==> config.mk <==
export PLATFORM = sky130hd
export DESIGN_NAME = pye_front
export DESIGN_NICKNAME = d
export VERILOG_FILES = /design/src/rtl/pye_pkg.sv /design/src/rtl/pye_front.sv
export SDC_FILE = /design/constraint.sdc
export NUM_CORES = 1
export LEC_CHECK = 0
export BUFFER_PORTS_ARGS = -buffer_cell sky130_fd_sc_hd__buf_2
export CAP_MARGIN = 10
export CORE_MARGIN = 1
export CORE_UTILIZATION = 28
export DETAILED_ROUTE_END_ITERATION = 8
export PLACE_DENSITY = 0.85
export SLEW_MARGIN = 10
export SYNTH_ARGS = -nofsm -noshare
export SYNTH_HDL_FRONTEND = slang
export SYNTH_SLANG_ARGS = --single-unit
==> constraint.sdc <==
create_clock -name vclk -period 2.4
set_clock_uncertainty 0.05 [all_clocks]
set_input_delay 0.48 -clock vclk [all_inputs]
set_output_delay 0.48 -clock vclk [all_outputs]
set_load 0.01 [all_outputs]
==> src/rtl/pye_pkg.sv <==
package pye_pkg;

  // Largest palette the block is built for, and the queue between front and back
  localparam int unsigned PALETTE_DEPTH_DEFAULT = 256;
  localparam int unsigned QUEUE_DEPTH           = 2;

  // Register indexes on the configuration channel
  localparam logic CFG_OUTPUT_FORMAT = 1'b0;
  localparam logic CFG_ENTRY_COUNT   = 1'b1;

  // Output byte orders
  localparam logic [2:0] FMT_YUVA = 3'd0;
  localparam logic [2:0] FMT_ARGB = 3'd1;
  localparam logic [2:0] FMT_RGBA = 3'd2;
  localparam logic [2:0] FMT_BGRA = 3'd3;
  localparam logic [2:0] FMT_ABGR = 3'd4;

  // BT.601 studio-range gains, 10 fractional bits
  localparam int unsigned SUM_W  = 22;
  localparam int unsigned FRAC   = 10;
  localparam logic signed [12:0] GAIN_Y  = 13'sd1192;
  localparam logic signed [12:0] GAIN_RV = 13'sd1634;
  localparam logic signed [12:0] GAIN_GU = 13'sd401;
  localparam logic signed [12:0] GAIN_GV = 13'sd832;
  localparam logic signed [12:0] GAIN_BU = 13'sd2066;
  localparam logic signed [SUM_W-1:0] HALF = SUM_W'(512);
  localparam logic signed [9:0] Y_OFFSET = 10'sd16;

  // Kind of request after classification
  typedef enum logic [1:0] {
    OP_WRITE,
    OP_PIXEL,
    OP_SKIP
  } op_t;

  typedef struct packed {
    op_t        op;
    logic [7:0] index;
    logic [7:0] y;
    logic [7:0] u;
    logic [7:0] v;
    logic [7:0] a;
  } item_t;

  typedef struct packed {
    logic full;
    logic empty;
  } q_stat_t;

  // Drop negatives to zero, take the integer part, saturate at 255
  function automatic logic [7:0] clamp_shift(logic signed [SUM_W-1:0] sum);
    logic [7:0] res;
    if (sum[SUM_W-1]) begin
      res = 8'd0;
    end else if (|sum[SUM_W-2:FRAC+8]) begin
      res = 8'hFF;
    end else begin
      res = sum[FRAC+7:FRAC];
    end
    return res;
  endfunction

endpackage

==> src/rtl/pye_front.sv <==
module pye_front #(
  parameter int unsigned PALETTE_DEPTH = pye_pkg::PALETTE_DEPTH_DEFAULT
) (
  input  logic             start,
  input  logic             action,
  input  logic [7:0]       palette_index,
  input  logic [7:0]       entry_y,
  input  logic [7:0]       entry_u,
  input  logic [7:0]       entry_v,
  input  logic [7:0]       entry_a,
  input  logic [8:0]       entry_count,
  input  pye_pkg::q_stat_t q_stat,
  output logic             busy,
  output logic             push,
  output pye_pkg::item_t   push_item
);

  logic out_of_range;
  logic out_of_depth;

  // Stall the caller only while the queue is full; drop writes past the store
  assign busy = q_stat.full;
  assign push = start && !q_stat.full && !(!action && out_of_depth);

  // Skip pixels past the loaded entries or past the store
  assign out_of_depth = ({1'b0, palette_index} >= 9'(PALETTE_DEPTH));
  assign out_of_range = ({1'b0, palette_index} >= entry_count) || out_of_depth;

  always_comb begin
    push_item.index = palette_index;
    push_item.y     = entry_y;
    push_item.u     = entry_u;
    push_item.v     = entry_v;
    push_item.a     = entry_a;
    if (!action) begin
      push_item.op = pye_pkg::OP_WRITE;
    end else begin
      push_item.op = out_of_range ? pye_pkg::OP_SKIP : pye_pkg::OP_PIXEL;
    end
  end

endmodule

# Yosys cells after proc, flatten, opt, wreduce, memory -nomap -nowiden
# Index checks and enable logic that the tools add are counted.
# op_classes
n_addsub	0
mul	0
n_div	0
n_lt_le_gt_ge	1
eq_ne	0
shift	0
mux	2
n_bitwise	0
n_reduce_logical	2
# ops
op	n
$ge 8x9->1	1
$mux 2	2
$logic_and 1x1->1	1
$logic_not 1->1	1
# word_totals
register_bits	0
latchBits	0
ram_bits	0
romBits	0
in_bits	53
elab_cells	5
mem_count	0

# Logic depth before layout (Yosys ltp)
# depth
ltp_word	3
depth_mapped	6
depth_no_buf	6

# Least setup slack after synthesis
# OpenSTA, ideal clock, no wires.
# synth_path
kind	in2out
from	input entry_count[6]
to	output push_item[40] (netlist name)
arrival_ns	1.405
required_time_ns	1.870
slack_ns	0.465
stages	6
path_cell_list	inv_1 ha_1 a211oi_2 o32ai_1 a21oi_1 and2_1
# synth_rtl
element	line_no	rtl
from (decl)	pye_front.sv:11	input logic [8:0] entry_count,
to (decl)	pye_front.sv:15	output pye_pkg::item_t push_item

==> metrics.md <==
| Metric | Value |
|---|---|
| Run status | `finished clean` |
| Fmax | `approximately 0.46 GHz` |
| Post-CTS Setup Bufs | `0` |
| HP Class | `in -> out` |
| CP Max Fanout | `2` |
| Layout cells sized above 1 | `between 50% and 60%` |
| Die area | `approximately 2100 um^2` |
| Final Hold Fails | `0` |
| Routability cong. | `between 0.6 and 0.7` |
| Vias per cell | `just over 4` |
| Final global-route overflow total | `0` |
| Post-DP Area | `between 400 and 500 um^2` |
| Router iterations before antenna repair | `1` |
| Worst EP arrival | `~1.7 ns` |
| Vias in the first global route | `between 300 and 400` |
| RSZ-0062 raised after global routing | `no` |
| # IOs | `97` |
| Fillers | `196` |
| FF/Latch Area | `0 um^2` |
| Setup TNS | `0 ns` |
| Pwr/cell area | `between 150 and 200 nW/um^2` |
| Period minus WS final | `2.19 ns` |
| Syn_nets | `between 100 and 150` |
| CP Capture Type | `output port` |
| Register area share after synthesis | `0%` |
| Post-CTS Resized | `0` |
| DR DRC count | `0` |
| Avg WL per Cell | `around 10 um` |
| Final setup vio count | `0` |
| DP Worst Slack | `0.187 ns` |
| Routed Antenna Nets | `0` |
| N_diodes | `0` |
| Final worst slack | `roughly 0.21 ns` |
| Die X | `~45 um` |
| Die Y | `between 40 and 50 um` |
| Mapped Avg Cell Area | `about 7.3 um^2` |
| Required time of the critical path | `1.87 ns` |
| Starting density of the core | `between 30% and 40%` |
| Core area | `between 1500 and 2000 um^2` |
| DR iter-0 viols | `0` |
| Cells after synthesis | `72` |
| Mapped cell area | `about 530 um^2` |
| CP startpoint kind | `input pin` |
| Largest net degree at the start of global routing | `3` |
| Input/output buffers | `32` |
| HPWL Detailed | `around 830 um` |
| Total Wirelength | `slightly below 900 um` |
| Critical path type | `in -> out` |
| Fin. max-slew vios | `0` |
| First-pass GRT wire length | `about 1.2 mm` |
| Worst slew margin | `approximately 83%` |
| Number of library cell types mapped by synthesis | `12` |
| Pleak | `about 0.26 nW` |
| All-layer global routing usage | `around 7.5%` |
| Peak VDD IR | `48.8 uV` |
| Area Growth Syn to Fin | `-22.0%` |
| Seq Cell Count | `0` |
| NumNets Final | `around 130` |
| Clk_buf instances | `0` |
| Hold Buf Count CTS | `0` |
| Max cap viols | `0` |
| Worst-Margin Slew | `0.251 ns` |
| Initial antenna violation count | `0` |
| Ys Warns | `0` |
| Std cell rows | `15` |
| Via count | `355` |
| Design area | `slightly above 400 um^2` |
| Fin crit share | `approximately nine tenths` |
## power breakdown
part | total [W] | internal [W] | switching [W]
Clock | 0 | 0 | 0
Combinational | 0.0000665 | 0.0000343 | 0.0000322
Sequential | 0 | 0 | 0
Total | 0.0000665 | 0.0000343 | 0.0000322
## kinds of logic after synthesis
| logic type | synth area share (%) |
|---|---|
| buffers and inverters | 64.0 |
| adders and majority gates | 19.0 |
| and+or+nand+nor | 9.24 |
| AOI/OAI and AO/OA | 7.82 |
## metal layers
layer	vias up	GRT usage (%)	wire length, um
met5	-	0	0
met4	0	1.21	9
met3	4	1.19	127
met2	35	17.4	467
met1	147	6.19	273
li1	169	-	-
## placed cells by master, fill, tap and decap left out
master,netlist,routed
a211oi_2,1,1
a21oi_1,3,3
and2_1,1,1
buf_2,0,32
ha_1,8,8
inv_1,8,8
nand2_1,2,2
nand4b_1,1,1
nor2_1,2,2
nor2b_1,3,3
o21ai_0,1,1
o32ai_1,1,1
## metrics by stage
stage          util, %  hold slack [ns]   power, W  instances
6_report          23.6            0.910  0.0000665         88
5_1_grt           23.6            0.910  0.0000769         88
4_1_cts           23.6            0.910  0.0000685         88
3_5_place_dp      23.6            0.910  0.0000681         88
3_3_place_gp      23.6            0.910  0.0000640         88
2_1_floorplan        -            0.956  0.0000984         72
## synth_stat cells, drive strengths merged
library cell | n | area share, %
a211oi | 1 | 2.4
a21oi | 3 | 2.8
and2 | 1 | 1.2
buf | 41 | 58
ha | 8 | 19
inv | 8 | 5.7
nand2 | 2 | 1.4
nand4b | 1 | 1.7
nor2 | 2 | 1.4
nor2b | 3 | 3.6
o21ai | 1 | 0.95
o32ai | 1 | 1.7
## worst max-delay path: stages
cell and delay [ns]:
buf_2 0.10, ha_1 0.32, a211oi_2 0.23, o32ai_1 0.11, a21oi_1 0.16, and2_1 0.14, buf_2 0.12
## path summary, 6_finish.rpt
| kind | cells after the start | startpoint | endpoint |
|---|---|---|---|
| worst min-delay path | 0 | entry_u[3] | push_item[19] |
| worst max-delay path | 7 | palette_index[6] | push_item[40] |
## final cells by class
class                      instances  area [um^2]  share of cell area (%)
inverter                           8         30.0                    7.29
tap                               25         31.3                    7.60
timing repair buffer              32          160                    38.9
multi-input combinational         23          190                    46.2
Power figures use the tool's default switching activity.
