<file path="src/rtl/pye_pkg.sv">
package pye_pkg;

  // Largest palette the block is built for, and the queue between front and back
  localparam int unsigned PALETTE_DEPTH_DEFAULT = 256;
  localparam int unsigned QUEUE_DEPTH           = 2;

  // Register indexes on the configuration channel
  localparam logic CFG_OUTPUT_FORMAT = 1'b0;
  localparam logic CFG_ENTRY_COUNT   = 1'b1;

  // Output byte orders
  localparam logic [2:0] FMT_YUVA = 3'd0;
  localparam logic [2:0] FMT_ARGB = 3'd1;
  localparam logic [2:0] FMT_RGBA = 3'd2;
  localparam logic [2:0] FMT_BGRA = 3'd3;
  localparam logic [2:0] FMT_ABGR = 3'd4;

  // BT.601 studio-range gains, 10 fractional bits
  localparam int unsigned SUM_W  = 22;
  localparam int unsigned FRAC   = 10;
  localparam logic signed [12:0] GAIN_Y  = 13'sd1192;
  localparam logic signed [12:0] GAIN_RV = 13'sd1634;
  localparam logic signed [12:0] GAIN_GU = 13'sd401;
  localparam logic signed [12:0] GAIN_GV = 13'sd832;
  localparam logic signed [12:0] GAIN_BU = 13'sd2066;
  localparam logic signed [SUM_W-1:0] HALF = SUM_W'(512);
  localparam logic signed [9:0] Y_OFFSET = 10'sd16;

  // Kind of request after classification
  typedef enum logic [1:0] {
    OP_WRITE,
    OP_PIXEL,
    OP_SKIP
  } op_t;

  typedef struct packed {
    op_t        op;
    logic [7:0] index;
    logic [7:0] y;
    logic [7:0] u;
    logic [7:0] v;
    logic [7:0] a;
  } item_t;

  typedef struct packed {
    logic full;
    logic empty;
  } q_stat_t;

  // Drop negatives to zero, take the integer part, saturate at 255
  function automatic logic [7:0] clamp_shift(logic signed [SUM_W-1:0] sum);
    logic [7:0] res;
    if (sum[SUM_W-1]) begin
      res = 8'd0;
    end else if (|sum[SUM_W-2:FRAC+8]) begin
      res = 8'hFF;
    end else begin
      res = sum[FRAC+7:FRAC];
    end
    return res;
  endfunction

endpackage

</file>
<file path="src/rtl/pye_queue.sv">
module pye_queue (
  input  logic            clk,
  input  logic            rst,
  input  logic            push,
  input  pye_pkg::item_t  push_item,
  input  logic            pop,
  output pye_pkg::item_t  head,
  output pye_pkg::q_stat_t stat
);

  localparam int unsigned PW = (pye_pkg::QUEUE_DEPTH > 1) ? $clog2(pye_pkg::QUEUE_DEPTH) : 1;
  localparam int unsigned CW = $clog2(pye_pkg::QUEUE_DEPTH + 1);

  pye_pkg::item_t entries [pye_pkg::QUEUE_DEPTH];
  logic [PW-1:0]  wr_ptr;
  logic [PW-1:0]  rd_ptr;
  logic [CW-1:0]  count;
  logic           do_push;
  logic           do_pop;

  assign stat.full  = (count == CW'(pye_pkg::QUEUE_DEPTH));
  assign stat.empty = (count == '0);
  assign do_push    = push && !stat.full;
  assign do_pop     = pop && !stat.empty;
  assign head       = entries[rd_ptr];

  // Hold requests in order
  always_ff @(posedge clk) begin
    if (do_push) begin
      entries[wr_ptr] <= push_item;
    end
  end

  // Advance pointers and the fill count
  always_ff @(posedge clk) begin
    if (rst) begin
      wr_ptr <= '0;
      rd_ptr <= '0;
      count  <= '0;
    end else begin
      if (do_push) begin
        wr_ptr <= (wr_ptr == PW'(pye_pkg::QUEUE_DEPTH - 1)) ? '0 : wr_ptr + 1'b1;
      end
      if (do_pop) begin
        rd_ptr <= (rd_ptr == PW'(pye_pkg::QUEUE_DEPTH - 1)) ? '0 : rd_ptr + 1'b1;
      end
      case ({do_push, do_pop})
        2'b10:   count <= count + 1'b1;
        2'b01:   count <= count - 1'b1;
        default: count <= count;
      endcase
    end
  end

endmodule

</file>
<file path="config.mk">
export PLATFORM = sky130hd
export DESIGN_NAME = pye_queue
export DESIGN_NICKNAME = d
export VERILOG_FILES = /design/src/rtl/pye_pkg.sv /design/src/rtl/pye_queue.sv
export SDC_FILE = /design/constraint.sdc
export NUM_CORES = 1
export LEC_CHECK = 0
export BUFFER_PORTS_ARGS = -buffer_cell sky130_fd_sc_hd__buf_4
export CAP_MARGIN = 20
export CORE_MARGIN = 2
export CORE_UTILIZATION = 35
export CTS_BUF_LIST = sky130_fd_sc_hd__clkbuf_8 sky130_fd_sc_hd__clkbuf_16
export DETAILED_ROUTE_END_ITERATION = 16
export GPL_TIMING_DRIVEN = 0
export MAX_ROUTING_LAYER = met4
export PLACE_DENSITY = 0.64
export SLEW_MARGIN = 15
export SYNTH_ARGS = -nofsm -noshare
export SYNTH_HDL_FRONTEND = slang
export SYNTH_SLANG_ARGS = --single-unit
</file>
<file path="constraint.sdc">
create_clock -name clk -period 2.2 [get_ports clk]
set_clock_uncertainty 0.1 [all_clocks]
set_input_delay 0.11 -clock clk [delete_from_list [all_inputs] [get_ports clk]]
set_output_delay 0.11 -clock clk [all_outputs]
set_load 0.005 [all_outputs]
</file>
# After elaboration in Yosys (flattened, before gate mapping)
# Memory sizes are Yosys's and may differ from the RTL's. A register that Yosys moved wholly into a read port is not among the register bits.
# Cells that the tools add are included.
# word_totals
regBits	4
memories	1
mem_bits_rw	84
word_cells	24
rom_bits	0
output_inout_bits	44
latch_bits	0
# classes
n_shift	0
add_sub_neg	4
eq_ne	3
n_reduce_logical	6
div	0
magnitude_cmp	0
muxes	7
bitwise	0
multipliers	0
# mem_list
memory	words	word_bits	read_ports	rd_ports_with_merged_regs	wr	line	rtl
entries	2	42	1	1	1	pye_queue.sv:14	pye_pkg::item_t entries [pye_pkg::QUEUE_DEPTH];
# op_table
op	count
1-bit 2-to-1 mux	6
2-bit equality test, second input constant	2
2-bit case mux with 2 select lines	1
1-bit adder, second input constant	2
2-bit by 1-bit adder with 2-bit output, second input constant	1
2-bit by 1-bit equality test with 1-bit output, second input constant	1
1-bit logical AND	2
1-bit zero test	2
2-bit zero test	1
2-bit nonzero test	1
2-bit by 1-bit subtractor with 2-bit output, second input constant	1

# Depth between registers and ports, before layout
# logic_depth
depth_word	5
ltp_mapped	6
ltp_nobuf	6

# Least setup slack after synthesis
# No wires, ideal clock.
# synth_path
kind	reg-to-reg
startpoint	reg count[0]
endpoint	mem entries[0][0] (netlist bit) (enable)
setup_time_ns	0.396
required_time_ns	1.704
t_arrival_ns	1.739
path_buffers	0
path_stages_with_launch	5
period_less_slack_ns	2.235
slack_ns	-0.035
cell_sequence	dfxtp_1 -> nand2b_2 -> inv_2 -> or3_1 -> inv_1
# synth_rtl
element	line	rtl
start: declaration	pye_queue.sv:17	logic [CW-1:0] count;
start signal: assignment	pye_queue.sv:48	2'b10: count <= count + 1'b1;
start signal: assignment	pye_queue.sv:49	2'b01: count <= count - 1'b1;
start signal: assignment	pye_queue.sv:50	default: count <= count;
end: declaration	pye_queue.sv:14	

# Final worst setup path
# layout_path
startpoint	reg count[0]
endpoint	mem entries[0][29] (netlist bit) (enable)
# layout_between
elab_chain_cells	5
# layout_rtl
element	line	rtl
2-bit equality test	pye_queue.sv:21	assign stat.full = (count == CW'(pye_pkg::QUEUE_DEPTH));
1-bit zero test	pye_queue.sv:23	assign do_push = push && !stat.full;
1-bit logical AND	pye_queue.sv:23	
1-bit 2-to-1 mux	pye_queue.sv:29	if (do_push) begin
1-bit 2-to-1 mux (implied by the code)	pye_queue.sv:30	entries[wr_ptr] <= push_item;
# No other way between the ends.

==> metrics <==
Total Power Consumption ~4.6 mW; multi-input logic area 587 sq um; switching share of power 26.7%; data required time at the worst endpoint 2.09 ns; signal arrival time at the worst endpoint 1.88 ns; Lkg Pwr 1.76 nW; internal power about 3.4 mW; Clock power frac roughly a fifth; die width around 100 um; Synth Instances about 160; startpoint class of the critical path flip-flop; Clock H-tree levels 3; Avg Inst Size Synth 20.7 sq um; vias in the first global route around 2,000; final-layout worst hold slack ~0.049 ns; highest-delay cell along the critical path or3_1; Net Count, Synth 204; maximum clock path buffer count 2; core occupancy in the finished layout between 50% and 60%; total of buffers placed on input and output ports just under 90; total number of nets in the final design 349; area growth from synthesis to layout 44.4%; delay of the slowest critical-path stage 0.43 ns; CP Cell Sequence nand2b_2, inv_2, or3_1, clkinvlp_4; Hold Violations, Final 0; start point of the worst min-delay path push; initial antenna violation count 0; total detailed-routing wirelength between 6 and 7 mm; startpoint of the worst-slack reg-to-reg timing path count[0]$_SDFFE_PP0P_; Worst-path clk slew about 0.09 ns; time the final worst path needs with I/O delays and setup roughly 2.0 ns; root buffer cell clkbuf_8; Fmax between 500 and 600 MHz; via count normalized by instance count 4.52; number of setup violations in the final report 0; total DRC errors in the routed layout 0; post-route fraction of the period consumed by the critical path about 90%; maximum number of pins on one net before global-route repair 29; ANT nets after route 0; sequential share of the synthesized area a little over 80%; global-route wire length before repair roughly 9.3 mm; GR Overflow Total 0; final antenna diode count 0; total iterations of the first detailed-routing run 4; power density over the cells 976 nW/um^2; final routed wire length divided by cell count 14.7 um; Syn. warnings 0; Register Area ~2600 sq um; number of cell rows 35; share of post-route cells with drive strength above 1 about half; setup repair after global routing missed its margin false; floorplan die area about 10,000 sq um; Slew Limit Headroom between 60% and 70%; Critical Setup Path Class flip-flop to flip-flop; total via count in the routed design 1,888; CTS buffer count 9; number of setup buffers added after CTS 0; die height 100 um; first element of the critical path count[0]$_SDFFE_PP0P_; final weighted congestion of routability-driven global placement 0.649; Comb pwr share 30.4%; clock latency at the later pin of the worst-skew pair between 0.3 and 0.4 ns; design area between 4000 and 5000 sq um; aggregate global-route resource usage approximately 13%; #FFs+latches synth just under 90; highest fanout seen on the critical path 21; CTS Sinks just under 90; type of destination of the critical path flip-flop; relative contribution of sequential cells to total power around 48%; max-cap viol count 0; placed cell area between 4000 and 5000 sq um; CTS tree yes; initial core utilization between 30% and 40%; status complete, no violations; DP Wirelength about 3.6 mm; Detailed Route Iter0 Violations just over 70; net switching component of the power around 1.2 mW; number of fillers in the final layout between 700 and 800; top-level port count 90; Max VDD drop approximately 0.51 mV; Placeable Area around 9100 sq um; class of the tightest hold or removal check input port to flip-flop; Slew Limit Fails 0; pin slew with the least headroom to its limit 0.543 ns; number of distinct library cells after synthesis 18; synthesized area 3240 sq um
## power by group through the flow
| stage | sequential, mW | combinational, mW | clock (mW) |
|---|---|---|---|
| after global placement | 2.24 | 1.32 | 0 |
| after floorplan | 2.23 | 0.691 | 0 |
| after global routing | 2.23 | 1.50 | 1.08 |
| final | 2.21 | 1.39 | 0.971 |
| after CTS | 2.21 | 1.43 | 1.01 |
| after detailed placement | 2.25 | 1.34 | 0 |
## area by class of cell
class / count / share of cell area [%]
Buffer: 5 / 0.507
Clock inverter: 7 / 1.01
Timing Repair Buffer: 133 / 23.9
Timing Repair inverter: 1 / 0.160
Sequential cell: 89 / 56.0
Clock buffer: 9 / 2.64
Tap cell: 111 / 2.96
Inverter: 3 / 0.321
Multi-Input combinational cell: 60 / 12.5
## layer usage
| metal | share of wire (%) | GRT usage, % | vias to the layer above |
|---|---|---|---|
| li1 | - | - | 902 |
| met1 | 41 | 13.8 | 919 |
| met2 | 52 | 22.0 | 58 |
| met3 | 5.3 | 4.18 | 9 |
| met4 | 1.5 | 5.69 | 0 |
| met5 | 0 | - | - |
## worst paths after layout
path / to / slack [ns] / cells after the start
min reg2reg: wr_ptr$_SDFFE_PP0P_ / 0.41 / 2
min: wr_ptr$_SDFFE_PP0P_ / 0.05 / 4
max: entries[0][29]$_DFFE_PP_ / 0.22 / 4
max reg2reg: entries[0][29]$_DFFE_PP_ / 0.22 / 4
## metrics by stage
step,setup WS [ns],cells,TNS (ns)
after floorplan,0.0843,157,0
after global placement,-0.587,357,-28.12
after detailed placement,-0.121,358,-4.99
after CTS,0.172,418,0
after global routing,0.116,418,0
final,0.216,418,0
## critical path, delay by kind of cell (launching register included)
kind          cells  cell delay (ns)
simple gates      2             0.62
buf+inv           2             0.48
flops             1             0.42
## kinds of logic (layout without fill, tap and decap cells)
group,after synthesis,in the layout,synth area share (%)
and+or+nand+nor,9,9,1.43
adders and majority gates,1,1,0.386
xor gates and xnor gates,3,3,0.810
AOI/OAI and AO/OA,5,5,0.849
buffers and inverters,8,158,1.08
muxes,42,42,14.6
DFF,89,89,80.9
## flip-flops by register name, indices dropped and copies added, names as in the netlist, named ones only
signal,cells
entries,84
rd_ptr,1
count,2
wr_ptr,1
## placed cells by master, fill, tap and decap left out, drive strengths merged
master / count
nand2: 1
o21a: 1
xor2: 1
edfxtp: 84
nor2: 4
xnor2: 2
dfxtp: 5
mux2: 42
dlygate4sd3: 43
and3: 1
a21oi: 2
clkinv: 6
or3: 2
nand2b: 1
clkbuf: 10
ha: 1
buf: 94
inv: 2
clkinvlp: 3
o21ai: 2
## timing repair
action / in CTS / in global routing
hold endpoints to repair: 89 / 0
endpoints found under the setup margin: 42 / 0
resized for setup: 1 / 0
hold buffers: 43 / 0
## cell usage after synthesis
master    count  area, sq um
edfxtp_1     84         2520
buf_2         4         20.0
nand2_1       1         3.75
nor2_1        4         15.0
xor2_1        1         8.76
and3_1        1         6.26
mux2_2       42          473
xnor2_1       2         17.5
clkbuf_1      1         3.75
o21ai_0       2         10.0
o21a_1        1         7.51
or3_1         2         12.5
a21oi_1       2         10.0
inv_1         2         7.51
ha_1          1         12.5
inv_2         1         3.75
nand2b_2      1         8.76
dfxtp_1       5          100
Power figures use the tool's default switching activity.
